### config.mk
export PLATFORM = sky130hd
export DESIGN_NAME = tile_id_to_atlas_cell_unit
export DESIGN_NICKNAME = d
export VERILOG_FILES = /design/src/rtl/tid2ac_pkg.sv /design/src/rtl/tid2ac_match.sv /design/src/rtl/tid2ac_div_stage.sv /design/src/rtl/tile_id_to_atlas_cell_unit.sv
export SDC_FILE = /design/constraint.sdc
export NUM_CORES = 2
export LEC_CHECK = 0
export BUFFER_PORTS_ARGS = -buffer_cell sky130_fd_sc_hd__buf_2
export CORE_AREA = 2 2 266 268
export CTS_CLUSTER_DIAMETER = 30
export DETAILED_ROUTE_END_ITERATION = 8
export DIE_AREA = 0 0 268 270
export GPL_ROUTABILITY_DRIVEN = 0
export GPL_TIMING_DRIVEN = 0
export PLACE_DENSITY_LB_ADDON = 0.1
export SLEW_MARGIN = 0
export SYNTH_ARGS = -nofsm -noshare
export SYNTH_HDL_FRONTEND = slang
export SYNTH_SLANG_ARGS = --single-unit
### constraint.sdc
create_clock -name clk -period 15.7 [get_ports clk]
set_input_delay 3.14 -clock clk [delete_from_list [all_inputs] [get_ports clk]]
set_output_delay 3.14 -clock clk [all_outputs]
set_load 0.01 [all_outputs]
### src/rtl/tid2ac_pkg.sv
// ----------------------------------------------------------------------------
// tid2ac_pkg
// Shared types and constants for the tile id to atlas cell unit.
// ----------------------------------------------------------------------------
`default_nettype none

package tid2ac_pkg;

	// tile sets that take part in matching, and map size in cells per axis
	localparam int unsigned NUM_SETS = 4;
	localparam int unsigned MAP_DIM  = 256;

	// storage for set descriptors is always four deep
	localparam int unsigned SET_SLOTS = 4;

	// quotient bits resolved per divider stage; four stages cover 16 bits
	localparam int unsigned DIV_BITS  = 16;
	localparam int unsigned DIV_STEPS = 4;

	// configuration register indexes
	typedef enum logic [2:0] {
		REG_SCROLL_X = 3'd0,
		REG_SCROLL_Y = 3'd1,
		REG_SET0     = 3'd2,
		REG_SET1     = 3'd3,
		REG_SET2     = 3'd4,
		REG_SET3     = 3'd5
	} reg_index_t;

	typedef logic [SET_SLOTS-1:0][63:0] desc_array_t;

	// per-item sideband that follows the divider
	typedef struct packed {
		logic [1:0] sel;
		logic [7:0] cols;
		logic [7:0] size;
		logic [7:0] row;
		logic [7:0] col;
	} side_t;

endpackage

`default_nettype wire

### src/rtl/tid2ac_match.sv
// ----------------------------------------------------------------------------
// tid2ac_match
// First stage: picks the tile set, forms the local tile number and drops
// empty, off-map and out-of-range cells.
// ----------------------------------------------------------------------------
`default_nettype none

module tid2ac_match #(
	parameter int unsigned NUM_SETS = tid2ac_pkg::NUM_SETS,
	parameter int unsigned MAP_DIM  = tid2ac_pkg::MAP_DIM
) (
	input  logic                     clk,
	input  logic                     arst_n,
	input  logic                     en,
	input  logic                     tile_valid,
	input  logic [15:0]              tile_number,
	input  logic [7:0]               cell_row,
	input  logic [7:0]               cell_column,
	input  tid2ac_pkg::desc_array_t  desc,
	output logic                     valid_s1,
	output tid2ac_pkg::side_t        side_s1,
	output logic [15:0]              dividend_s1
);
	import tid2ac_pkg::*;

	localparam logic [8:0] MAP_LIMIT = 9'(MAP_DIM);

	logic        [1:0]  sel;
	logic signed [17:0] local_num;
	logic        [63:0] chosen;
	logic        [7:0]  cols;
	logic               keep;
	logic signed [17:0] cand;
	logic        [15:0] first_n;
	logic        [15:0] last_n;
	logic        [15:0] count_n;

	// lowest matching set from 1 up wins and set 0 is the default, so scan from the top down
	always_comb begin
		sel       = 2'd0;
		local_num = 18'(tile_number);
		for (int k = SET_SLOTS - 1; k >= 1; k--) begin
			first_n = desc[k][15:0];
			last_n  = desc[k][31:16];
			count_n = desc[k][47:32];
			cand    = 18'(tile_number) + 18'(count_n) - 18'(last_n);
			if (k < NUM_SETS && tile_number >= first_n && tile_number <= last_n) begin
				sel       = 2'(k);
				local_num = cand;
			end
		end
	end

	always_comb begin
		chosen = desc[sel];
		cols   = (chosen[55:48] == 8'd0) ? 8'd1 : chosen[55:48];
		keep   = (tile_number != 16'd0)
			&& ({1'b0, cell_row} < MAP_LIMIT)
			&& ({1'b0, cell_column} < MAP_LIMIT)
			&& (local_num > 18'sd0);
	end

	always_ff @(posedge clk or negedge arst_n) begin
		if (!arst_n) begin
			valid_s1 <= 1'b0;
		end else if (en) begin
			valid_s1 <= tile_valid && keep;
		end
	end

	always_ff @(posedge clk) begin
		if (en) begin
			side_s1.sel  <= sel;
			side_s1.cols <= cols;
			side_s1.size <= chosen[63:56];
			side_s1.row  <= cell_row;
			side_s1.col  <= cell_column;
			dividend_s1  <= 16'(local_num - 18'sd1);
		end
	end

endmodule

`default_nettype wire

### src/rtl/tid2ac_div_stage.sv
// ----------------------------------------------------------------------------
// tid2ac_div_stage
// One registered slice of the restoring divider: resolves DIV_STEPS (four) quotient bits.
// ----------------------------------------------------------------------------
`default_nettype none

module tid2ac_div_stage (
	input  logic        clk,
	input  logic        en,
	input  logic [7:0]  divisor,
	input  logic [7:0]  rem_in,
	input  logic [15:0] work_in,
	output logic [7:0]  rem_out,
	output logic [15:0] work_out
);
	import tid2ac_pkg::*;

	logic [7:0]  rem_q;
	logic [15:0] work_q;
	logic [8:0]  trial;
	logic [7:0]  rem_n;
	logic [15:0] work_n;

	// work shifts the dividend out at the top and the quotient in at the bottom
	always_comb begin
		rem_n  = rem_in;
		work_n = work_in;
		for (int i = 0; i < DIV_STEPS; i++) begin
			trial  = {rem_n, work_n[DIV_BITS-1]};
			work_n = {work_n[DIV_BITS-2:0], 1'b0};
			if (trial >= {1'b0, divisor}) begin
				trial     = trial - {1'b0, divisor};
				work_n[0] = 1'b1;
			end
			rem_n = trial[7:0];
		end
	end

	always_ff @(posedge clk) begin
		if (en) begin
			rem_q  <= rem_n;
			work_q <= work_n;
		end
	end

	assign rem_out  = rem_q;
	assign work_out = work_q;

endmodule

`default_nettype wire

### src/rtl/tile_id_to_atlas_cell_unit.sv
// ----------------------------------------------------------------------------
// tile_id_to_atlas_cell_unit
// Pipeline: five register stages (match stage plus four divider stages, each
// resolving 4 quotient bits); the result is presented from the fifth stage.
// Throughput: one map cell per cycle; input stalls only when all five stages
// hold items and the result is not taken.
// Reset: pipeline valid bits and all configuration registers clear to zero.
// ----------------------------------------------------------------------------
`default_nettype none

module tile_id_to_atlas_cell_unit #(
	parameter int unsigned NUM_SETS = tid2ac_pkg::NUM_SETS,
	parameter int unsigned MAP_DIM  = tid2ac_pkg::MAP_DIM
) (
	input  logic                clk,
	input  logic                arst_n,
	input  logic                cfg_write,
	input  logic [2:0]          cfg_index,
	input  logic [63:0]         cfg_data,
	input  logic                tile_valid,
	output logic                tile_ready,
	input  logic [15:0]         tile_number,
	input  logic [7:0]          cell_row,
	input  logic [7:0]          cell_column,
	output logic                result_valid,
	input  logic                result_ready,
	output logic [1:0]          set_index,
	output logic [15:0]         atlas_row,
	output logic [7:0]          atlas_column,
	output logic signed [17:0]  screen_x,
	output logic signed [17:0]  screen_y,
	output logic [7:0]          tile_pixels
);
	import tid2ac_pkg::*;

	logic [15:0] scroll_x_q;
	logic [15:0] scroll_y_q;
	desc_array_t desc_q;

	logic        valid_s1, valid_s2, valid_s3, valid_s4, valid_s5;
	logic        rdy_s1, rdy_s2, rdy_s3, rdy_s4, rdy_s5;
	side_t       side_s1, side_s2, side_s3, side_s4, side_s5;
	logic [15:0] dividend_s1;
	logic [7:0]  rem_s2, rem_s3, rem_s4, rem_s5;
	logic [15:0] work_s2, work_s3, work_s4, work_s5;
	logic [15:0] prod_x_s2, prod_y_s2;
	logic signed [17:0] sx_s3, sy_s3, sx_s4, sy_s4, sx_s5, sy_s5;

	// configuration
	always_ff @(posedge clk or negedge arst_n) begin
		if (!arst_n) begin
			scroll_x_q <= '0;
			scroll_y_q <= '0;
			desc_q     <= '0;
		end else if (cfg_write) begin
			case (reg_index_t'(cfg_index))
				REG_SCROLL_X: scroll_x_q <= cfg_data[15:0];
				REG_SCROLL_Y: scroll_y_q <= cfg_data[15:0];
				REG_SET0:     desc_q[0]  <= cfg_data;
				REG_SET1:     desc_q[1]  <= cfg_data;
				REG_SET2:     desc_q[2]  <= cfg_data;
				REG_SET3:     desc_q[3]  <= cfg_data;
				default:      ;
			endcase
		end
	end

	// a stage takes new data when it is empty or its successor moves
	assign rdy_s5     = !valid_s5 || result_ready;
	assign rdy_s4     = !valid_s4 || rdy_s5;
	assign rdy_s3     = !valid_s3 || rdy_s4;
	assign rdy_s2     = !valid_s2 || rdy_s3;
	assign rdy_s1     = !valid_s1 || rdy_s2;
	assign tile_ready = rdy_s1;

	tid2ac_match #(
		.NUM_SETS (NUM_SETS),
		.MAP_DIM  (MAP_DIM)
	) u_match (
		.clk         (clk),
		.arst_n      (arst_n),
		.en          (rdy_s1),
		.tile_valid  (tile_valid),
		.tile_number (tile_number),
		.cell_row    (cell_row),
		.cell_column (cell_column),
		.desc        (desc_q),
		.valid_s1    (valid_s1),
		.side_s1     (side_s1),
		.dividend_s1 (dividend_s1)
	);

	tid2ac_div_stage u_div_s2 (
		.clk      (clk),
		.en       (rdy_s2),
		.divisor  (side_s1.cols),
		.rem_in   (8'd0),
		.work_in  (dividend_s1),
		.rem_out  (rem_s2),
		.work_out (work_s2)
	);

	tid2ac_div_stage u_div_s3 (
		.clk      (clk),
		.en       (rdy_s3),
		.divisor  (side_s2.cols),
		.rem_in   (rem_s2),
		.work_in  (work_s2),
		.rem_out  (rem_s3),
		.work_out (work_s3)
	);

	tid2ac_div_stage u_div_s4 (
		.clk      (clk),
		.en       (rdy_s4),
		.divisor  (side_s3.cols),
		.rem_in   (rem_s3),
		.work_in  (work_s3),
		.rem_out  (rem_s4),
		.work_out (work_s4)
	);

	tid2ac_div_stage u_div_s5 (
		.clk      (clk),
		.en       (rdy_s5),
		.divisor  (side_s4.cols),
		.rem_in   (rem_s4),
		.work_in  (work_s4),
		.rem_out  (rem_s5),
		.work_out (work_s5)
	);

	always_ff @(posedge clk or negedge arst_n) begin
		if (!arst_n) begin
			valid_s2 <= 1'b0;
			valid_s3 <= 1'b0;
			valid_s4 <= 1'b0;
			valid_s5 <= 1'b0;
		end else begin
			if (rdy_s2) valid_s2 <= valid_s1;
			if (rdy_s3) valid_s3 <= valid_s2;
			if (rdy_s4) valid_s4 <= valid_s3;
			if (rdy_s5) valid_s5 <= valid_s4;
		end
	end

	// screen position: multiply in s2, add scroll in s3
	always_ff @(posedge clk) begin
		if (rdy_s2) begin
			side_s2   <= side_s1;
			prod_x_s2 <= 16'(side_s1.col) * 16'(side_s1.size);
			prod_y_s2 <= 16'(side_s1.row) * 16'(side_s1.size);
		end
		if (rdy_s3) begin
			side_s3 <= side_s2;
			sx_s3   <= 18'(signed'(scroll_x_q)) + signed'({2'b00, prod_x_s2});
			sy_s3   <= 18'(signed'(scroll_y_q)) + signed'({2'b00, prod_y_s2});
		end
		if (rdy_s4) begin
			side_s4 <= side_s3;
			sx_s4   <= sx_s3;
			sy_s4   <= sy_s3;
		end
		if (rdy_s5) begin
			side_s5 <= side_s4;
			sx_s5   <= sx_s4;
			sy_s5   <= sy_s4;
		end
	end

	assign result_valid = valid_s5;
	assign set_index    = side_s5.sel;
	assign atlas_row    = work_s5;
	assign atlas_column = rem_s5;
	assign screen_x     = sx_s5;
	assign screen_y     = sy_s5;
	assign tile_pixels  = side_s5.size;

endmodule

`default_nettype wire
# [Word-level counts from Yosys, hierarchy flattened]
# Index checks and enable logic that the tools add are counted.
[totals] register_bits=643 latchBits=0 mem_bits_rw=0 mem_bits_ro=0 out_inout_bits=72 n_memories=0
[op_classes] n_addsub=25 n_mul=2 div_mod_pow=0 n_lt_le_gt_ge=24 eq_ne=5 shifts=0 n_mux=40 bitwise_logic=0 n_reduce_logical=24
[ops] operator="$ge A9 B8 Y1" count=15
[ops] operator="$bmux W64 S2" count=1
[ops] operator="$mux W8" count=16
[ops] operator="$sub A8 B8 Y8" count=15
[ops] operator="$mux W64" count=1
[ops] operator="$mux W18" count=3
[ops] operator="$sub A18 B16 Y18" count=3
[ops] operator="$add A16 B16 Y17" count=3
[ops] operator="$ge A16 B16 Y1" count=3
[ops] operator="$le A16 B16 Y1" count=3
[ops] operator="$add A16 B17 Y18" count=2
[ops] operator="$mul A8 B8 Y16" count=2
[ops] operator="$gt A18 B1 Y1 const B" count=1
[ops] operator="$mux W1" count=16
[ops] operator="$reduce_bool A16 Y1" count=1
[ops] operator="$sub A16 B2 Y16 const B" count=1
[ops] operator="$reduce_and A2 Y1" count=6
[ops] operator="$ge A1 B8 Y1" count=1
[ops] operator="$logic_not A8 Y1" count=1
[ops] operator="$sub A1 B8 Y8" count=1
[ops] operator="$eq A3 B2 Y1 const B" count=2
[ops] operator="$eq A3 B3 Y1 const B" count=2
[ops] operator="$mux W2" count=3
[ops] operator="$logic_and A1 B1 Y1" count=5
[ops] operator="5 further kinds" count=13

# [Depth between registers and ports, before layout]
[logic_depth] depth_word=8 depth_mapped=51 depth_no_buf=49

# [Cells and area by module]
# A second synthesis with hierarchy kept.
[unflattened] cells_unflattened=3607 hier_area_um2=41644.9
[by_module_without_submodules] module="tile_id_to_atlas_cell_unit" n_inst=1 cells_each=1556 area_each_um2=22770.6 seq_area_each_um2=13432.9
[by_module_without_submodules] module="tid2ac_match" n_inst=1 cells_each=1076 area_each_um2=9081.2 seq_area_each_um2=1526.5
[by_module_without_submodules] module="tid2ac_div_stage (u_div_s2 ...)" n_inst=2 cells_each=235 area_each_um2=2411.1 seq_area_each_um2=720.7
[by_module_without_submodules] module="tid2ac_div_stage (u_div_s5)" n_inst=1 cells_each=268 area_each_um2=2546.2 seq_area_each_um2=720.7
[by_module_without_submodules] module="tid2ac_div_stage (u_div_s4)" n_inst=1 cells_each=237 area_each_um2=2424.8 seq_area_each_um2=720.7

# [Least setup slack after synthesis]
# Ideal clock, no wire load.
[synth_path] path_type="reg-to-reg" start="register side_s3[25] (netlist name)" end="register u_div_s4.rem_q[1] (netlist: u_div_s4.rem_out[1]) (data pin)" setup_ps=260 t_arrival_ps=8736 required_time_ps=15440 path_slack_ps=6704 stages_incl_launch_ff=47 n_path_buf=2 cell_sequence="edfxtp_1 -> inv_1 -> ha_1 -> nor2b_4 -> o21ai_2 -> a31oi_1 -> a211o_1 -> a41oi_2 -> and2_4 -> buf_12 -> inv_8 -> mux2_2 -> inv_1 -> ha_1 -> nor2b_1 -> o21ai_1 -> a21oi_1 -> o31ai_1 -> [... 11 more ...] -> a21boi_0 -> o21ai_0 -> o211ai_1 -> a21oi_1 -> o31ai_4 -> mux2i_1 -> ha_1 -> nor2b_1 -> o21ai_0 -> a21boi_0 -> o21ai_0 -> a21boi_0 -> o21ai_0 -> o211ai_1 -> a21oi_1 -> nand2_1 -> mux2i_4 -> mux2_4"
[synth_between] elab_chain_cells=8 elab_cells_between_ends=12 cone_classes="4 x add/sub; 4 x order compare; 4 x mux"
[synth_lines] item="start: declaration" line="tile_id_to_atlas_cell_unit.sv:42" rtl="side_t side_s1, side_s2, side_s3, side_s4, side_s5;"
[synth_lines] item="start signal: assignment" line="tile_id_to_atlas_cell_unit.sv:155" rtl="side_s3 <= side_s2;"
[synth_lines] item="$sub A8 B8 Y8 / $ge A9 B8 Y1 (equally long branches)" line="tid2ac_div_stage.sv:32, tid2ac_div_stage.sv:31"
[synth_lines] item="$mux W8" line="tid2ac_div_stage.sv:31" rtl="if (trial >= {1'b0, divisor}) begin"
[synth_lines] item="$sub A8 B8 Y8 / $ge A9 B8 Y1 (equally long branches)" line="tid2ac_div_stage.sv:32, tid2ac_div_stage.sv:31"
[synth_lines] item="$mux W8" line="tid2ac_div_stage.sv:31"
[synth_lines] item="$ge A9 B8 Y1 / $sub A8 B8 Y8 (equally long branches)" line="tid2ac_div_stage.sv:31, tid2ac_div_stage.sv:32"
[synth_lines] item="$mux W8" line="tid2ac_div_stage.sv:31"
[synth_lines] item="$sub A8 B8 Y8 / $ge A9 B8 Y1 (equally long branches)" line="tid2ac_div_stage.sv:32, tid2ac_div_stage.sv:31"
[synth_lines] item="$mux W8 *" line="tid2ac_div_stage.sv:31"
[synth_lines] item="via u_div_s4.trial[1]" line="tid2ac_div_stage.sv:20" rtl="logic [8:0] trial;"
[synth_lines] item="end signal: assignment" line="tid2ac_div_stage.sv:41" rtl="rem_q <= rem_n;"
[synth_lines] item="end: declaration" line="tid2ac_div_stage.sv:18" rtl="logic [7:0] rem_q;"
# Mark *: on every way through the listed nets, which the timed path passes. The rest lies on a longest branch.
# A chain may end at the register's enable or synchronous reset.

# [Worst setup path in the final report]
[layout_path] start="register side_s4[25] (netlist name)" end="register u_div_s5.rem_q[2] (netlist: u_div_s5.rem_out[2]) (data pin)"
[layout_between] elab_chain_cells=8 elab_cells_between_ends=12 cone_classes="4 x add/sub; 4 x order compare; 4 x mux"
[layout_lines] item="start: declaration" line="tile_id_to_atlas_cell_unit.sv:42"
[layout_lines] item="start signal: assignment" line="tile_id_to_atlas_cell_unit.sv:160" rtl="side_s4 <= side_s3;"
[layout_lines] item="$sub A8 B8 Y8 / $ge A9 B8 Y1 (equally long branches)" line="tid2ac_div_stage.sv:32, tid2ac_div_stage.sv:31"
[layout_lines] item="$mux W8" line="tid2ac_div_stage.sv:31"
[layout_lines] item="$sub A8 B8 Y8 / $ge A9 B8 Y1 (equally long branches)" line="tid2ac_div_stage.sv:32, tid2ac_div_stage.sv:31"
[layout_lines] item="$mux W8" line="tid2ac_div_stage.sv:31"
[layout_lines] item="$ge A9 B8 Y1 / $sub A8 B8 Y8 (equally long branches)" line="tid2ac_div_stage.sv:31, tid2ac_div_stage.sv:32"
[layout_lines] item="$mux W8" line="tid2ac_div_stage.sv:31"
[layout_lines] item="$sub A8 B8 Y8 / $ge A9 B8 Y1 (equally long branches)" line="tid2ac_div_stage.sv:32, tid2ac_div_stage.sv:31"
[layout_lines] item="$mux W8 *" line="tid2ac_div_stage.sv:31"
[layout_lines] item="via u_div_s5.trial[2]" line="tid2ac_div_stage.sv:20"
[layout_lines] item="end signal: assignment" line="tid2ac_div_stage.sv:41"
[layout_lines] item="end: declaration" line="tid2ac_div_stage.sv:18"
# Marked as above.

==> report_table.html <==
<table>
<tr><th>Metric</th><th>Value</th></tr>
<tr><th colspan="2">Clocking</th></tr>
<tr><td>Clock Sinks</td><td>595</td></tr>
<tr><td>Hold Buf Count CTS</td><td>0</td></tr>
<tr><td>TritonCTS clock tree</td><td>yes</td></tr>
<tr><td>Total setup buffers inserted after CTS</td><td>0</td></tr>
<tr><td>CTS resizes</td><td>0</td></tr>
<tr><td>Clock slew at the register clock pins of the worst setup and hold paths</td><td>0.06 ns</td></tr>
<tr><td>Longest Clk Path Bufs</td><td>3</td></tr>
<tr><td>Worst-Skew Late Latency</td><td>0.70 ns</td></tr>
<tr><td>CTS H-Tree Depth</td><td>3</td></tr>
<tr><td>Number of buffers inserted during clock tree synthesis</td><td>118</td></tr>
<tr><td>CTS root buffer</td><td>sky130_fd_sc_hd__clkbuf_16</td></tr>
<tr><th colspan="2">Finish</th></tr>
<tr><td>Layout-stage area growth over the synthesis result</td><td>16.82%</td></tr>
<tr><td>Layout net count</td><td>4459</td></tr>
<tr><td>Fraction of layout cells with a size suffix above 1</td><td>18.48%</td></tr>
<tr><td>Area of all placed cells without fillers</td><td>45760 sq um</td></tr>
<tr><td>Leading registers by flop count</td><td>desc_q: 208 flops, u_match.side_s1: 34 flops</td></tr>
<tr><td>Final cell utilization of the core</td><td>65.80%</td></tr>
<tr><td>Flip-flop count of the largest register, all copies and words added</td><td>208</td></tr>
<tr><td>Antenna diode count</td><td>0</td></tr>
<tr><td>Register bank with the most flops</td><td>desc_q</td></tr>
<tr><th colspan="2">Outcome</th></tr>
<tr><td>Status</td><td>completed</td></tr>
<tr><th colspan="2">Synth</th></tr>
<tr><td>Per-instance average area after synthesis</td><td>11.08 sq um</td></tr>
<tr><td>Net count after synthesis</td><td>4157</td></tr>
<tr><td>Fraction of registers with async set/reset</td><td>41.18%</td></tr>
<tr><td>Top post-synthesis cells by area</td><td>sky130_fd_sc_hd__edfxtp_1 (27%), sky130_fd_sc_hd__dfrtp_1 (16%), sky130_fd_sc_hd__ha_1 (13%)</td></tr>
<tr><td>Yosys cell types</td><td>106</td></tr>
<tr><td>Sequential element share of the synthesized area</td><td>42.48%</td></tr>
<tr><td>Synth cell count leaders</td><td>sky130_fd_sc_hd__ha_1 (422), sky130_fd_sc_hd__inv_1 (367), sky130_fd_sc_hd__edfxtp_1 (350)</td></tr>
<tr><td>Total of warnings raised by yosys</td><td>0</td></tr>
<tr><td>Area leader, netlist</td><td>sky130_fd_sc_hd__edfxtp_1</td></tr>
<tr><td>Portion of synthesized cell area occupied by the leading cell type</td><td>26.83%</td></tr>
<tr><td>Cell area after synthesis</td><td>39170 sq um</td></tr>
<tr><td>Top-count cell post-synth</td><td>sky130_fd_sc_hd__ha_1</td></tr>
<tr><td>Flops &amp; latches, synth</td><td>595</td></tr>
<tr><td>Number of flops mapped to enable cells by yosys</td><td>350</td></tr>
<tr><td>Primary flip-flop cell chosen by synthesis mapping</td><td>sky130_fd_sc_hd__edfxtp_1</td></tr>
<tr><td>Number of cells produced by synthesis</td><td>3536</td></tr>
<tr><th colspan="2">STA</th></tr>
<tr><td>Fin Setup TNS</td><td>0 ns</td></tr>
<tr><td>Number of hold violations in the final report</td><td>0</td></tr>
<tr><td>Final setup violation count</td><td>0</td></tr>
<tr><td>Remaining max-slew budget at the tightest pin</td><td>14.64%</td></tr>
<tr><td>Worst clock skew on the final layout</td><td>0.04624 ns</td></tr>
<tr><td>Min Tclk post-route</td><td>10.86 ns</td></tr>
<tr><td>RSZ-0062 raised after global routing</td><td>no</td></tr>
<tr><td>Number of pins exceeding their max-slew limit in the final report</td><td>0</td></tr>
<tr><td>Crit share post-route</td><td>69.15%</td></tr>
<tr><td>Maximum clock rate</td><td>0.09211 GHz</td></tr>
<tr><td>Measured slew at the worst slew-check pin</td><td>1.263 ns</td></tr>
<tr><th colspan="2">Global routing</th></tr>
<tr><td>Antenna violations before repair</td><td>2</td></tr>
<tr><td>Global-route wire length before repair</td><td>147.1 mm</td></tr>
<tr><td>Total congestion overflow</td><td>0</td></tr>
<tr><td>Maximum number of pins on one net before global-route repair</td><td>107</td></tr>
<tr><td>Global Route Usage Sum</td><td>26.07%</td></tr>
<tr><td>Number of global-route vias before repair</td><td>27.03k</td></tr>
<tr><th colspan="2">Drt</th></tr>
<tr><td>Number of detailed-route iterations in the first pass</td><td>6</td></tr>
<tr><td>First DRT Iteration DRCs</td><td>1729</td></tr>
<tr><td>Routed vias/inst</td><td>5.607</td></tr>
<tr><td>Final routed wire length divided by cell count</td><td>19.05 microns</td></tr>
<tr><td>Remaining routing DRC violations</td><td>0</td></tr>
<tr><td>Via count of the routed design</td><td>27.39k</td></tr>
<tr><td>Sum of routed wire length over all layers</td><td>93.03 mm</td></tr>
<tr><td>Remaining number of nets flagged by the antenna check after routing</td><td>0</td></tr>
<tr><th colspan="2">Worst setup path</th></tr>
<tr><td>Critical path arrival</td><td>11.32 ns</td></tr>
<tr><td>Largest delay contributor family on the critical path</td><td>compound AO/OA/AOI/OAI gates</td></tr>
<tr><td>Critical-path cell with the highest stage delay</td><td>sky130_fd_sc_hd__o21ai_0</td></tr>
<tr><td>Worst Setup Path Type</td><td>reg -&gt; reg</td></tr>
<tr><td>End of the worst register-to-register path</td><td>u_div_s5.rem_out[2]</td></tr>
<tr><td>Most Frequent Cell on Critical Path</td><td>sky130_fd_sc_hd__o21ai_0</td></tr>
<tr><td>CP peak stage delay</td><td>0.55 ns</td></tr>
<tr><td>Type of destination of the critical path</td><td>register</td></tr>
<tr><td>Startpoint kind of the worst setup timing path</td><td>register</td></tr>
<tr><td>R2R cell count</td><td>47</td></tr>
<tr><td>Worst setup slack for register-to-register paths</td><td>4.84 ns</td></tr>
<tr><td>Data required time at the worst endpoint</td><td>16.16 ns</td></tr>
<tr><td>Critical path peak fanout</td><td>10</td></tr>
<tr><td>Count of buffering cells on the critical path with inverters included</td><td>7</td></tr>
<tr><td>Start of the worst register-to-register path</td><td>side_s4[25]</td></tr>
<tr><th colspan="2">Run</th></tr>
<tr><td>Number of maximum-capacitance constraint violations</td><td>0</td></tr>
<tr><th colspan="2">Floorplan</th></tr>
<tr><td>Core Box Area</td><td>69540 sq um</td></tr>
<tr><td>Die outline area</td><td>72360 sq um</td></tr>
<tr><td>Starting utilization of the core area</td><td>56.33%</td></tr>
<tr><td>Die width</td><td>268 microns</td></tr>
<tr><td>Top-level I/O count</td><td>176</td></tr>
<tr><td>Site row count</td><td>97</td></tr>
<tr><td>Vert. Die Dim</td><td>270 microns</td></tr>
<tr><th colspan="2">Min path</th></tr>
<tr><td>Hold path cells</td><td>0</td></tr>
<tr><td>Worst hold start</td><td>u_match.dividend_s1[10]</td></tr>
<tr><td>Worst hold path type</td><td>reg -&gt; reg</td></tr>
<tr><td>Worst Hold Endpoint</td><td>u_div_s2.work_out[14]</td></tr>
<tr><th colspan="2">Placed design</th></tr>
<tr><td>Post-DP HPWL</td><td>70.66 mm</td></tr>
<tr><td>Placed Instance Area</td><td>41440 sq um</td></tr>
<tr><td>Count of input and output buffers</td><td>175</td></tr>
</table>
==> cell families (layout without fill, tap and decap cells) <==
| group | count (synthesis) | count (layout) | share of synthesized area, % |
|---|---|---|---|
| simple gates | 783 | 783 | 9.976 |
| compound gates | 691 | 691 | 11.41 |
| flops | 595 | 595 | 42.48 |
| fa+ha+maj | 517 | 517 | 18.34 |
| buf+inv | 439 | 847 | 4.363 |
| mux | 312 | 312 | 8.979 |
| xor+xnor | 199 | 199 | 4.450 |
==> cell type report <==
class                      instances  area (sq um)
buffer                            68         309.0
tap                              940          1176
timing repair buffer             182          1059
fill                            5422         23780
inverter                         371          1405
multi-input combinational       2502         20850
clock inverter                    95          1234
clock buffer                     131          3083
sequential                       595         16640
==> layout by cell type, fill, tap and decap left out, types with 119 or more instances in the layout <==
master and count:
sky130_fd_sc_hd__ha_1 422, sky130_fd_sc_hd__inv_1 365, sky130_fd_sc_hd__edfxtp_1 350, sky130_fd_sc_hd__nand2_1 251
sky130_fd_sc_hd__mux2_2 246, sky130_fd_sc_hd__dfrtp_1 245, sky130_fd_sc_hd__a21oi_1 192, sky130_fd_sc_hd__o21ai_0 183
sky130_fd_sc_hd__buf_2 183, sky130_fd_sc_hd__nor2_1 175, sky130_fd_sc_hd__xnor2_1 143, sky130_fd_sc_hd__clkbuf_16 119
==> worst register-to-register path, delay by kind of cell (launching register included) <==
kind                     cells  cell delay [ns]
AO/OA/AOI/OAI               28             6.59
adder cells (fa/ha/maj)      4             1.23
buffers and inverters        7             1.22
flip-flops                   1             0.47
AND/OR/NAND/NOR              8             1.10
==> through the flow <==
stage	hold slack [ns]	cells	worst slack [ns]
final	0.3966	4884	4.843
after detailed placement	0.4045	4658	4.912
after CTS	0.4047	4884	4.833
after global routing	0.4015	4884	3.719
after floorplan	0.4003	3536	6.704
after global placement	0.4004	4651	5.025
==> worst max-delay path by stage <==
stage	end	cells past startpoint	slack (ns)	startpoint
after floorplan	u_div_s4.rem_out[1]	46	6.70	side_s3[25]
final	u_div_s5.rem_out[2]	47	4.84	side_s4[25]
after detailed placement	u_div_s5.rem_out[2]	47	4.91	side_s4[25]
after global routing	u_div_s5.rem_out[2]	47	3.72	side_s4[25]
after CTS	u_div_s5.rem_out[2]	47	4.83	side_s4[25]
after global placement	u_div_s5.rem_out[2]	47	5.03	side_s4[25]
==> routing by layer <==
metal | global-route usage [%] | wire length [microns] | vias to the layer above
met1 | 37.03 | 42980 | 13230
li1 | - | - | 13300
met5 | 0 | 13 | -
met3 | 3.638 | 4887 | 149
met2 | 41.61 | 42760 | 704
met4 | 7.792 | 2382 | 2
Power is not shown: default switching activity piles up to over one toggle a cycle in this logic, so the estimate is an artifact.
